File: src/rtl/pat_pkg.sv
// Shared types and constants for the peer address table.
`default_nettype none

package pat_pkg;

  // Fixed field widths.
  localparam int unsigned ADDR_W       = 48;
  localparam int unsigned CMD_W        = 2;
  localparam int unsigned COUNT_OUT_W  = 5;

  // Default table depth.
  localparam int unsigned MAX_ENTRIES_DEF = 20;

  // Request opcodes.
  typedef enum logic [CMD_W-1:0] {
    OP_LOOKUP = 2'd0,
    OP_ADD    = 2'd1,
    OP_REMOVE = 2'd2,
    OP_CLEAR  = 2'd3
  } pat_op_e;

  // Controller states.
  typedef enum logic [2:0] {
    ST_IDLE,
    ST_SCAN,
    ST_EXEC,
    ST_RM_RD,
    ST_RM_WR,
    ST_DONE
  } pat_state_e;

  // Commands from the controller to the datapath.
  typedef struct packed {
    logic load;
    logic scan;
    logic add;
    logic clear;
    logic rm_read;
    logic rm_write;
  } pat_cmd_t;

  // Status from the datapath to the controller.
  typedef struct packed {
    logic match;
    logic scan_end;
  } pat_sts_t;

endpackage

`default_nettype wire

File: src/rtl/pat_ctrl.sv
// Controller state machine that sequences the scan, update and result of a request.
`default_nettype none

module pat_ctrl (
  input  wire logic                         clk_i,
  input  wire logic                         rst_ni,
  input  wire logic                         start,
  input  wire logic [pat_pkg::CMD_W-1:0]    command_i,
  input  wire pat_pkg::pat_sts_t            sts_i,
  output pat_pkg::pat_cmd_t                 cmd_o,
  output logic                              busy,
  output logic                              done_o
);

  pat_pkg::pat_state_e state_q, state_d;
  pat_pkg::pat_op_e    op_q, op_d;
  logic                accept;

  assign accept = start && (state_q == pat_pkg::ST_IDLE);

  // State and opcode registers.
  always_ff @(posedge clk_i or negedge rst_ni) begin
    if (!rst_ni) begin
      state_q <= pat_pkg::ST_IDLE;
      op_q    <= pat_pkg::OP_LOOKUP;
    end else begin
      state_q <= state_d;
      op_q    <= op_d;
    end
  end

  // Next state logic.
  always_comb begin
    state_d = state_q;
    op_d    = op_q;
    case (state_q)
      pat_pkg::ST_IDLE: begin
        if (accept) begin
          state_d = pat_pkg::ST_SCAN;
          op_d    = pat_pkg::pat_op_e'(command_i);
        end
      end
      pat_pkg::ST_SCAN: begin
        if (sts_i.match || sts_i.scan_end) begin
          case (op_q)
            pat_pkg::OP_ADD:    state_d = pat_pkg::ST_EXEC;
            pat_pkg::OP_CLEAR:  state_d = pat_pkg::ST_EXEC;
            pat_pkg::OP_REMOVE: state_d = sts_i.match ? pat_pkg::ST_RM_RD : pat_pkg::ST_DONE;
            default:            state_d = pat_pkg::ST_DONE;
          endcase
        end
      end
      pat_pkg::ST_EXEC:  state_d = pat_pkg::ST_DONE;
      pat_pkg::ST_RM_RD: state_d = pat_pkg::ST_RM_WR;
      pat_pkg::ST_RM_WR: state_d = pat_pkg::ST_DONE;
      pat_pkg::ST_DONE:  state_d = pat_pkg::ST_IDLE;
      default:           state_d = pat_pkg::ST_IDLE;
    endcase
  end

  // Output decode.
  always_comb begin
    cmd_o    = '0;
    busy     = 1'b1;
    done_o   = 1'b0;
    case (state_q)
      pat_pkg::ST_IDLE: begin
        busy       = 1'b0;
        cmd_o.load = start;
      end
      pat_pkg::ST_SCAN:  cmd_o.scan = 1'b1;
      pat_pkg::ST_EXEC: begin
        cmd_o.add   = (op_q == pat_pkg::OP_ADD);
        cmd_o.clear = (op_q == pat_pkg::OP_CLEAR);
      end
      pat_pkg::ST_RM_RD: cmd_o.rm_read  = 1'b1;
      pat_pkg::ST_RM_WR: cmd_o.rm_write = 1'b1;
      pat_pkg::ST_DONE:  done_o = 1'b1;
      default:           busy = 1'b1;
    endcase
  end

endmodule

`default_nettype wire

File: src/rtl/pat_dp.sv
// Datapath with the address memory, scan pipeline, live count and result registers.
`default_nettype none

module pat_dp #(
  parameter int unsigned MAX_ENTRIES = pat_pkg::MAX_ENTRIES_DEF
) (
  input  wire logic                          clk_i,
  input  wire logic                          rst_ni,
  input  wire logic [pat_pkg::ADDR_W-1:0]    mac_address_i,
  input  wire pat_pkg::pat_cmd_t             cmd_i,
  output pat_pkg::pat_sts_t                  sts_o,
  output logic                               hit_o,
  output logic                               stored_o,
  output logic                               table_full_o,
  output logic [pat_pkg::COUNT_OUT_W-1:0]    entry_count_o
);

  localparam int unsigned IDX_W = (MAX_ENTRIES > 1) ? $clog2(MAX_ENTRIES) : 1;
  localparam int unsigned CNT_W = $clog2(MAX_ENTRIES + 1);
  localparam logic [CNT_W-1:0] CNT_MAX = CNT_W'(MAX_ENTRIES);

  logic [pat_pkg::ADDR_W-1:0] mem [MAX_ENTRIES];

  logic [pat_pkg::ADDR_W-1:0] addr_q;
  logic [pat_pkg::ADDR_W-1:0] rd_data_q;
  logic [CNT_W-1:0]           count_q;
  logic [CNT_W-1:0]           rd_idx_q;
  logic [IDX_W-1:0]           pend_idx_q;
  logic [IDX_W-1:0]           pos_q;
  logic                       pend_q;
  logic                       hit_q;
  logic                       stored_q;
  logic                       full_q;

  logic                       issue_ok;
  logic                       match;
  logic [CNT_W-1:0]           last_cnt;
  logic                       rd_en;
  logic [IDX_W-1:0]           rd_addr;
  logic                       wr_en;
  logic [IDX_W-1:0]           wr_addr;
  logic [pat_pkg::ADDR_W-1:0] wr_data;
  logic                       add_ok;

  // Scan status.
  assign issue_ok = (rd_idx_q < count_q);
  assign match    = pend_q && (rd_data_q == addr_q);
  assign last_cnt = count_q - CNT_W'(1);
  assign add_ok   = !hit_q && (count_q < CNT_MAX);

  assign sts_o.match    = match;
  assign sts_o.scan_end = !issue_ok && !match;

  // Memory port selection: scan reads or the last-entry read for a remove, and writes for an add or a remove.
  always_comb begin
    rd_en   = (cmd_i.scan && issue_ok) || cmd_i.rm_read;
    rd_addr = cmd_i.rm_read ? last_cnt[IDX_W-1:0] : rd_idx_q[IDX_W-1:0];
    wr_en   = (cmd_i.add && add_ok) || cmd_i.rm_write;
    wr_addr = cmd_i.rm_write ? pos_q : count_q[IDX_W-1:0];
    wr_data = cmd_i.rm_write ? rd_data_q : addr_q;
  end

  // Address memory with registered read data.
  always_ff @(posedge clk_i) begin
    if (wr_en) begin
      mem[wr_addr] <= wr_data;
    end
    if (rd_en) begin
      rd_data_q <= mem[rd_addr];
    end
  end

  // Request address and match position.
  always_ff @(posedge clk_i) begin
    if (cmd_i.load) begin
      addr_q <= mac_address_i;
    end
    if (cmd_i.scan) begin
      pend_idx_q <= rd_idx_q[IDX_W-1:0];
      if (match) begin
        pos_q <= pend_idx_q;
      end
    end
  end

  // Control registers: scan pointer, live count and result flags.
  always_ff @(posedge clk_i or negedge rst_ni) begin
    if (!rst_ni) begin
      count_q  <= '0;
      rd_idx_q <= '0;
      pend_q   <= 1'b0;
      hit_q    <= 1'b0;
      stored_q <= 1'b0;
      full_q   <= 1'b0;
    end else begin
      if (cmd_i.load) begin
        rd_idx_q <= '0;
        pend_q   <= 1'b0;
        hit_q    <= 1'b0;
        stored_q <= 1'b0;
        full_q   <= 1'b0;
      end
      if (cmd_i.scan) begin
        pend_q <= issue_ok;
        if (issue_ok) begin
          rd_idx_q <= rd_idx_q + CNT_W'(1);
        end
        if (match) begin
          hit_q <= 1'b1;
        end
      end
      if (cmd_i.add && !hit_q) begin
        if (add_ok) begin
          count_q  <= count_q + CNT_W'(1);
          stored_q <= 1'b1;
        end else begin
          full_q <= 1'b1;
        end
      end
      if (cmd_i.clear) begin
        count_q <= '0;
      end
      if (cmd_i.rm_read) begin
        count_q <= last_cnt;
      end
    end
  end

  assign hit_o         = hit_q;
  assign stored_o      = stored_q;
  assign table_full_o  = full_q;
  assign entry_count_o = pat_pkg::COUNT_OUT_W'(count_q);

endmodule

`default_nettype wire

File: src/rtl/peer_address_table.sv
// Top level of the peer address table: controller plus datapath.
// One request at a time; the next can be taken in the cycle after done_o.
// The linear scan does one memory read and compare per cycle.
// The result is shown for one cycle on done_o; the receiver cannot stall.
// Reset clears the live count and control state; memory contents are left undefined.
`default_nettype none

module peer_address_table #(
  parameter int unsigned MAX_ENTRIES = pat_pkg::MAX_ENTRIES_DEF
) (
  input  wire logic                          clk_i,
  input  wire logic                          rst_ni,
  input  wire logic                          start,
  output logic                               busy,
  input  wire logic [pat_pkg::CMD_W-1:0]     command_i,
  input  wire logic [pat_pkg::ADDR_W-1:0]    mac_address_i,
  output logic                               done_o,
  output logic                               hit_o,
  output logic                               stored_o,
  output logic                               table_full_o,
  output logic [pat_pkg::COUNT_OUT_W-1:0]    entry_count_o
);

  pat_pkg::pat_cmd_t cmd;
  pat_pkg::pat_sts_t sts;

  // Sequencer.
  pat_ctrl u_ctrl (
    .clk_i     (clk_i),
    .rst_ni    (rst_ni),
    .start     (start),
    .command_i (command_i),
    .sts_i     (sts),
    .cmd_o     (cmd),
    .busy      (busy),
    .done_o    (done_o)
  );

  // Storage and compare datapath.
  pat_dp #(
    .MAX_ENTRIES (MAX_ENTRIES)
  ) u_dp (
    .clk_i         (clk_i),
    .rst_ni        (rst_ni),
    .mac_address_i (mac_address_i),
    .cmd_i         (cmd),
    .sts_o         (sts),
    .hit_o         (hit_o),
    .stored_o      (stored_o),
    .table_full_o  (table_full_o),
    .entry_count_o (entry_count_o)
  );

endmodule

`default_nettype wire

File: config.mk
export PLATFORM = sky130hd
export DESIGN_NAME = peer_address_table
export DESIGN_NICKNAME = d
export VERILOG_FILES = /design/src/rtl/pat_pkg.sv /design/src/rtl/pat_ctrl.sv /design/src/rtl/pat_dp.sv /design/src/rtl/peer_address_table.sv
export SDC_FILE = /design/constraint.sdc
export NUM_CORES = 1
export LEC_CHECK = 0
export ABC_CLOCK_PERIOD_IN_PS = 3950
export BUFFER_PORTS_ARGS = -buffer_cell sky130_fd_sc_hd__buf_2
export CORE_AREA = 4 4 355 357
export DETAILED_ROUTE_END_ITERATION = 12
export DIE_AREA = 0 0 359 361
export GPL_TIMING_DRIVEN = 0
export PLACE_DENSITY = 0.61
export SLEW_MARGIN = 20
export SYNTH_ARGS = -nofsm -noshare
export SYNTH_HDL_FRONTEND = slang
export SYNTH_SLANG_ARGS = --single-unit
File: constraint.sdc
create_clock -name clk_i -period 3.95 [get_ports clk_i]
set_clock_uncertainty 0.2 [all_clocks]
set_input_delay 1.185 -clock clk_i [delete_from_list [all_inputs] [get_ports clk_i]]
set_output_delay 1.185 -clock clk_i [all_outputs]
set_load 0.05 [all_outputs]
==> results.md, run 1 <==
- Post-DRT Antenna Nets: 0
- Nets: 3136
- Final cell count without fillers: 4796
- Sequential share of the synthesized area: 76.2%
- Worst hold-check path type: flop to flop
- Placed cells: 4602
- Endpoints failing setup: 0
- Die Width: 359 um
- Most used DFF post-synth: edfxtp_1
- Routability cong.: 0.852
- Lkg Pwr: 16.6 nW
- Worst path cell trace: buf_4, nand3b_4, mux2i_2, buf_2, clkbuf_1, nand2_1, nand3_1, a21oi_1, nor4_4
- Post-synth ARST share: 1.75%
- Gr ovfl total: 0
- Final Cycle Share: 97.1%
- Wire length per cell: 24.1 um
- Die height: 361 um
- Placed cell areas: 0.0462 mm^2
- IO Count: 63
- Max stage delay on crit path: 0.81 ns
- Fin Setup TNS: 0 ns
- Gate Count Post-Synth: 2855
- CTS tree: built
- Clk root buf: clkbuf_16
- Syn nets: 2915
- Critical-path maximum fanout: 10
- Vias per cell: 5.30
- Status: finished, final reports clean
- Largest net degree at the start of global routing: 45
- CP required: 4.21 ns
- Full die area: 0.130 mm^2
- Met3 wire len: 11200 um
- Max-cap violations: 0
- Critical Path Start Type: flop
- Post-synth EDFFs: 1066
- Total CTS buffers: 105
- Worst Hold Slack: 0.217 ns
- Vias in the first global route: 24208
- Synthesis-to-layout area growth: 16.5%
- Yosys reg bits: 1085
- Crit path max-delay cell type: mux2i_2
- Drt total wl: 116000 um
- Max-slew violations: 0
- Antenna cells: 0
- Detailed Route Iter0 Violations: 3092
- Clock slew at reported path FFs: 0.06 ns
- Gr usage total: 17.3%
- Critical path endpoint category: flop
- Via Count: 25398
- Crit path DAT: 4.10 ns
- Library cells used by synthesis: 56
- DRC: 0
- RSZ-0062 raised after global routing: no
- M1 wire length: 49600 um
- Crit Path Class: flop to flop
- Cell Rows: 129
- Worst-margin pin slew: 1.02 ns
- Detailed placer's ending HPWL: 79300 um
- Yosys warning count: 0
- Core Region: 0.123 mm^2
- Clk_lat worst skew: 0.69 ns
- Clock Path Buffers: 3
- Fmax: 261 MHz
- Post-Synthesis Mean Instance Area: 14.9 um^2
- Cts hold-fix bufs: 0
- Share of layout cells above drive strength 1: 15.8%
- Buffers on Ports: 62
- First-pass GRT wire length: 166000 um
- Antenna violations before repair: 2
- Max_slew headroom: 31.2%
- VDD IR max: 0.602 mV
- Routed wl met2: 51700 um
- Final Hold Fails: 0
- Final Instance Area: 0.0497 mm^2
- Maximum level of the CTS H-tree: 3
- Top Metal Used: met4
- PD cells: 778 mW/mm^2
- Clk sinks: 1085
- Drt first pass iters: 6
- Cell area after synthesis: 0.0426 mm^2
- Starting Density: 34.7%
- Minimum clock period: 3.84 ns
==> worst max-delay path: cells and delay by family (launching register included) <==
family / cells / cell delay (ns)
buffers and inverters: 3 / 1.28
muxes: 1 / 0.81
and+or+nand+nor: 4 / 0.82
DFF: 1 / 0.36
AOI/OAI and AO/OA: 1 / 0.12
==> sequential cells by signal, summed over array words and instances (netlist names) <==
register	flops
u_dp.mem	960
u_dp.addr_q	48
u_dp.rd_data_q	48
u_dp.entry_count_o	5
u_dp.pend_idx_q	5
u_dp.pos_q	5
u_dp.rd_idx_q	5
u_ctrl.state_q	3
u_ctrl.op_q	2
u_dp.hit_o	1
u_dp.pend_q	1
u_dp.stored_o	1
u_dp.table_full_o	1
==> routing by layer <==
metal | vias up | global-route usage [%]
met5 | - | 0
met1 | 12859 | 24.6
met3 | 186 | 4.68
met4 | 0 | 4.90
met2 | 1174 | 26.2
li1 | 11179 | -
==> cell families (layout without fill, tap and decap cells) <==
group,count (synthesis),in the layout,synth area share (%)
DFF,1085,1085,76.2
muxes,101,101,5.12
adders and majority gates,7,7,0.205
buffers and inverters,179,483,2.18
AOI/OAI and AO/OA,271,271,3.57
and+or+nand+nor,1167,1167,11.8
xor gates and xnor gates,45,45,0.924
==> where the power goes <==
group | total (mW) | switching (mW) | internal, mW
registers | 16.0 | 0.538 | 15.5
clock network | 9.72 | 4.33 | 5.39
logic | 12.9 | 9.14 | 3.76
==> synthesized netlist by cell type (3+ instances only) <==
| cell type | number | area (um^2) |
|---|---|---|
| edfxtp_1 | 1066 | 32000 |
| nand2_1 | 731 | 2740 |
| nand3_1 | 297 | 1490 |
| a21oi_1 | 155 | 776 |
| mux4_2 | 93 | 2090 |
| clkbuf_1 | 61 | 229 |
| buf_2 | 56 | 280 |
| nor4_1 | 53 | 332 |
| o22ai_1 | 52 | 325 |
| nor2_1 | 39 | 146 |
| xnor2_1 | 29 | 254 |
| o21ai_0 | 28 | 140 |
| inv_1 | 20 | 75.1 |
| dfrtp_1 | 19 | 475 |
| buf_6 | 18 | 203 |
| xor2_1 | 16 | 140 |
| nor3_1 | 12 | 60.1 |
| buf_4 | 11 | 82.6 |
| buf_1 | 9 | 33.8 |
| nand4_1 | 8 | 50.1 |
| ha_1 | 7 | 87.6 |
| a21o_1 | 5 | 37.5 |
| nor2b_1 | 5 | 31.3 |
| a221oi_1 | 4 | 35.0 |
| a31oi_1 | 4 | 25.0 |
| and2_1 | 4 | 25.0 |
| mux2i_1 | 4 | 40.0 |
| clkbuf_4 | 3 | 22.5 |
| nand2b_1 | 3 | 18.8 |
| o21ai_1 | 3 | 15.0 |
| o221ai_1 | 3 | 26.3 |
| o31ai_1 | 3 | 22.5 |
==> path summary, 6_finish.rpt <==
path / from / to / slack [ns] / cells past startpoint
setup reg to reg: u_ctrl.state_q[1] / u_dp.rd_data_q[43] / 0.11 / 9
min in group asynchronous: rst_ni / u_dp.entry_count_o[3] / 0.25 / 1
hold / removal: u_dp.pend_idx_q[2] / u_dp.pos_q[2] / 0.22 / 0
setup / recovery: u_ctrl.state_q[1] / u_dp.rd_data_q[43] / 0.11 / 9
hold reg to reg: u_dp.pend_idx_q[2] / u_dp.pos_q[2] / 0.22 / 0
max in group asynchronous: rst_ni / u_dp.rd_idx_q[1] / 2.98 / 1
==> cell usage in the layout, fill, tap and decap left out, types with 4 or more instances in the layout <==
master	n
dfrtp_1	19
clkbuf_16	106
buf_12	30
buf_6	21
clkinv_1	34
mux4_2	93
bufinv_16	7
nand4_1	8
buf_2	114
a21oi_1	155
nor4_2	7
xor2_1	16
ha_1	7
nand3_1	297
clkinv_2	14
a21o_1	4
xnor2_1	29
buf_4	20
o22ai_1	49
mux2i_1	4
o21ai_2	8
clkbuf_2	10
buf_1	7
buf_16	13
and2_1	4
inv_1	18
nor2_1	19
nor4_1	45
nor3_1	12
o21ai_0	17
clkbuf_4	6
o21ai_1	6
a221oi_1	4
clkbuf_1	71
nor2_4	20
nand2_1	729
edfxtp_1	1066
nor2b_1	5
==> metrics by stage <==
| stage | worst slack, ns | utilization (%) | power (mW) |
|---|---|---|---|
| final | 0.114 | 40.4 | 38.6 |
| after global routing | 0.000605 | 40.4 | 40.3 |
| after CTS | -0.0192 | 40.3 | 38.6 |
| after detailed placement | -0.735 | 37.6 | 28.8 |
| after global placement | -3.41 | 36.6 | 28.3 |
| after floorplan | -0.482 | - | 23.7 |
==> area by class of cell <==
class	instances	area, um^2
Timing Repair Buffer	114	1350
Multi-Input combinational cell	1591	9540
Inverter	20	81.3
Buffer	159	885
Fill cell	11138	73300
Clock inverter	65	559
Sequential cell	1085	32500
Clock buffer	125	2720
Tap cell	1637	2050
==> repair_timing <==
| action | in CTS | in global routing |
|---|---|---|
| setup buffers | 0 | 3 |
| gates resized for setup | 22 | 23 |
| setup endpoints to repair | 41 | 53 |
| gates cloned | 0 | 0 |
| pin swaps | 1 | 1 |
No activity file was read; power rests on OpenSTA's default activity.
==> run 2: changes to the inputs <==
Settings changed: CAP_MARGIN set to 10, RECOVER_POWER set to 100.
==> run 2 against run 1 <==
Against the previous run:
- maximum frequency decreased by 0.47%
- clock power hardly changed
- critical path depth stayed put
- flip-flop and latch count is the same
- critical path type unchanged
- highest routed layer unchanged
- hold slack barely moved
==> results.md, run 2 (synthesized netlist as in run 1, its figures left out) <==
- Crit Path Class: flop to flop (unchanged)
- Clock slew at reported path FFs: 0.06 ns (about the same)
- Final Cycle Share: 97.6% (was 97.1%)
- Nets: 3136 (unchanged)
- Die Width: 359 um (unchanged)
- CTS tree: built (unchanged)
- CP required: 4.21 ns (about the same)
- Vias in the first global route: 24208 (unchanged)
- Full die area: 0.130 mm^2 (unchanged)
- PD cells: 781 mW/mm^2 (was 778 mW/mm^2)
- Worst hold-check path type: flop to flop (unchanged)
- VDD IR max: 0.504 mV (was 0.602 mV)
- Detailed Route Iter0 Violations: 3118 (was 3092)
- Most flop-heavy register: u_dp.mem (unchanged)
- Pre-CTS WS: -0.735 ns (unchanged)
- Buffers on Ports: 62 (unchanged)
- Combinational power share: 33.0% (was 33.4%)
- Cell family with most CP delay: buffers and inverters (unchanged)
- Worst-margin pin slew: 1.40 ns (was 1.02 ns)
- Share of layout cells above drive strength 1: 14.7% (was 15.8%)
- Lkg Pwr: 16.4 nW (was 16.6 nW)
- Clk root buf: clkbuf_16 (unchanged)
- Net switching power: 13.9 mW (was 14.0 mW)
- Fmax: 259 MHz (was 261 MHz)
- IO Count: 63 (unchanged)
- Core Region: 0.123 mm^2 (unchanged)
- Crit path DAT: 4.12 ns (was 4.10 ns)
- Minimum clock period: 3.85 ns (was 3.84 ns)
- Gr usage total: 17.3% (unchanged)
- Via Count: 25389 (was 25398)
- Status: finished, final reports clean (unchanged)
- Clock Power Share: 25.3% (was 25.2%)
- Cts hold-fix bufs: 0 (unchanged)
- First-pass GRT wire length: 166000 um (unchanged)
- WP buf/inv: 3 (unchanged)
- Max stage delay on crit path: 0.83 ns (was 0.81 ns)
- Switching share of power: 36.2% (was 36.3%)
- Gr ovfl total: 0 (unchanged)
- Starting Density: 34.7% (unchanged)
- Critical Path Start Type: flop (unchanged)
- Max_slew headroom: 5.73% (was 31.2%)
- Detailed placer's ending HPWL: 79300 um (unchanged)
- Wire length per cell: 24.1 um (about the same)
- RSZ-0062 raised after global routing: no (unchanged)
- Clk sinks: 1085 (unchanged)
- Most frequent cells in the layout: edfxtp_1 (1066), nand2_1 (730), nand3_1 (297) (was edfxtp_1 (1066), nand2_1 (729), nand3_1 (297))
- Seq pwr share: 41.7% (was 41.5%)
- Max-slew violations: 0 (unchanged)
- Commonest non-fill, non-tap cell in the layout: edfxtp_1 (unchanged)
- DRC: 0 (unchanged)
- Drt first pass iters: 5 (was 6)
- Routability cong.: 0.852 (unchanged)
- Critical-path maximum fanout: 10 (unchanged)
- Maximum level of the CTS H-tree: 3 (unchanged)
- Antenna violations before repair: 2 (unchanged)
- Pint: 24.5 mW (was 24.6 mW)
- Endpoints failing setup: 0 (unchanged)
- Drt total wl: 116000 um (about the same)
- Crit path max-delay cell type: mux2i_2 (unchanged)
- Synthesis-to-layout area growth: 15.5% (was 16.5%)
- Cell Rows: 129 (unchanged)
- Post-DRT Antenna Nets: 0 (unchanged)
- Worst path cell trace: buf_4, nand3b_4, mux2i_2, buf_2, clkbuf_1, nand2_1, nand3_1, a21oi_1, nor4_4 (unchanged)
- Top Registers: u_dp.mem (960), u_dp.addr_q (48), u_dp.rd_data_q (48) (unchanged)
- Final Hold Fails: 0 (unchanged)
- Die height: 361 um (unchanged)
- Antenna cells: 0 (unchanged)
- Fin worst setup slack: 0.0957 ns (was 0.114 ns)
- Clk_lat worst skew: 0.69 ns (about the same)
- Final Power: 38.5 mW (was 38.6 mW)
- Max FFs per register: 960 (unchanged)
- Vias per cell: 5.29 (was 5.30)
- Max-cap violations: 0 (unchanged)
- Critical path endpoint category: flop (unchanged)
- Largest net degree at the start of global routing: 45 (unchanged)
- Clock Path Buffers: 3 (unchanged)
- Total CTS buffers: 105 (unchanged)
[run 2: cell types whose count changed in the layout (fill, tap and decap cells not counted), moves of 3 or more]
cell	change
nor2_2	+14
buf_12	-13
o21ai_0	+3
buf_16	-4
o21ai_1	+5
clkbuf_1	+25
clkbuf_2	+3
nor2_4	-15
buf_2	-15
o21ai_2	-8
clkbuf_4	+8
[run 2: metrics by stage]
step	TNS, ns	std cells	hold slack, ns	cell area [um^2]	utilization, %
2_1_floorplan	-357.50	2855	0.200	42600	-
3_3_place_gp	-2484.61	4554	0.201	45000	36.6
3_5_place_dp	-10.14	4602	0.205	46200	37.6
4_1_cts	-0.0192	4792	0.218	49600	40.3
5_1_grt	0	4796	0.224	49200	40.0
6_report	0	4796	0.217	49200	40.0
[run 2: layout make-up]
class	instances	area [um^2]
Buffer	159	885
Inverter	20	80.1
Timing Repair Buffer	114	1040
Clock buffer	125	2720
Multi-Input combinational cell	1591	9420
Sequential cell	1085	32500
Tap cell	1637	2050
Clock inverter	65	559
Fill cell	11200	73800
[run 2: worst paths after layout]
check / endpoint / start / depth (start not counted) / slack [ns]
setup / recovery: u_dp.rd_data_q[43] / u_ctrl.state_q[1] / 9 / 0.1
hold / removal: u_dp.pos_q[2] / u_dp.pend_idx_q[2] / 0 / 0.22
setup reg to reg: u_dp.rd_data_q[43] / u_ctrl.state_q[1] / 9 / 0.1
hold reg to reg: u_dp.pos_q[2] / u_dp.pend_idx_q[2] / 0 / 0.22
max in group asynchronous: u_dp.rd_idx_q[2] / rst_ni / 1 / 2.41
min in group asynchronous: u_dp.entry_count_o[0] / rst_ni / 1 / 0.48
[run 2: worst register-to-register path, cell delays in order (launching register included)]
cell	delay, ns
dfrtp_1	0.36
buf_4	0.17
nand3b_4	0.16
mux2i_2	0.84
buf_2	0.54
clkbuf_1	0.59
nand2_1	0.11
nand3_1	0.10
a21oi_1	0.12
nor4_4	0.44
[run 2: layer usage]
layer  up-vias  routed length [um]  part of all wire, %  global-route usage, %
met5         -                   0                    0                      0
met4         0                3000                  2.6                   4.90
met3       183               10900                  9.5                   4.68
met2      1158               51900                   45                   26.2
met1     12877               49900                   43                   24.6
li1      11171                   -                    -                      -
[run 2: power groups by stage]
stage	registers [mW]	logic (mW)	clock network, mW
2_1_floorplan	16.1	7.58	0
3_3_place_gp	16.3	11.9	0
3_5_place_dp	16.2	12.5	0
4_1_cts	16.0	12.7	9.87
5_1_grt	16.1	13.7	10.4
6_report	16.0	12.7	9.73
[run 2: timing repair]
action	4_1_cts	5_1_grt
setup buffers	0	3
pin swaps	1	1
gates resized for setup	22	23
endpoints found under the hold margin	0	0
setup endpoints to repair	41	53
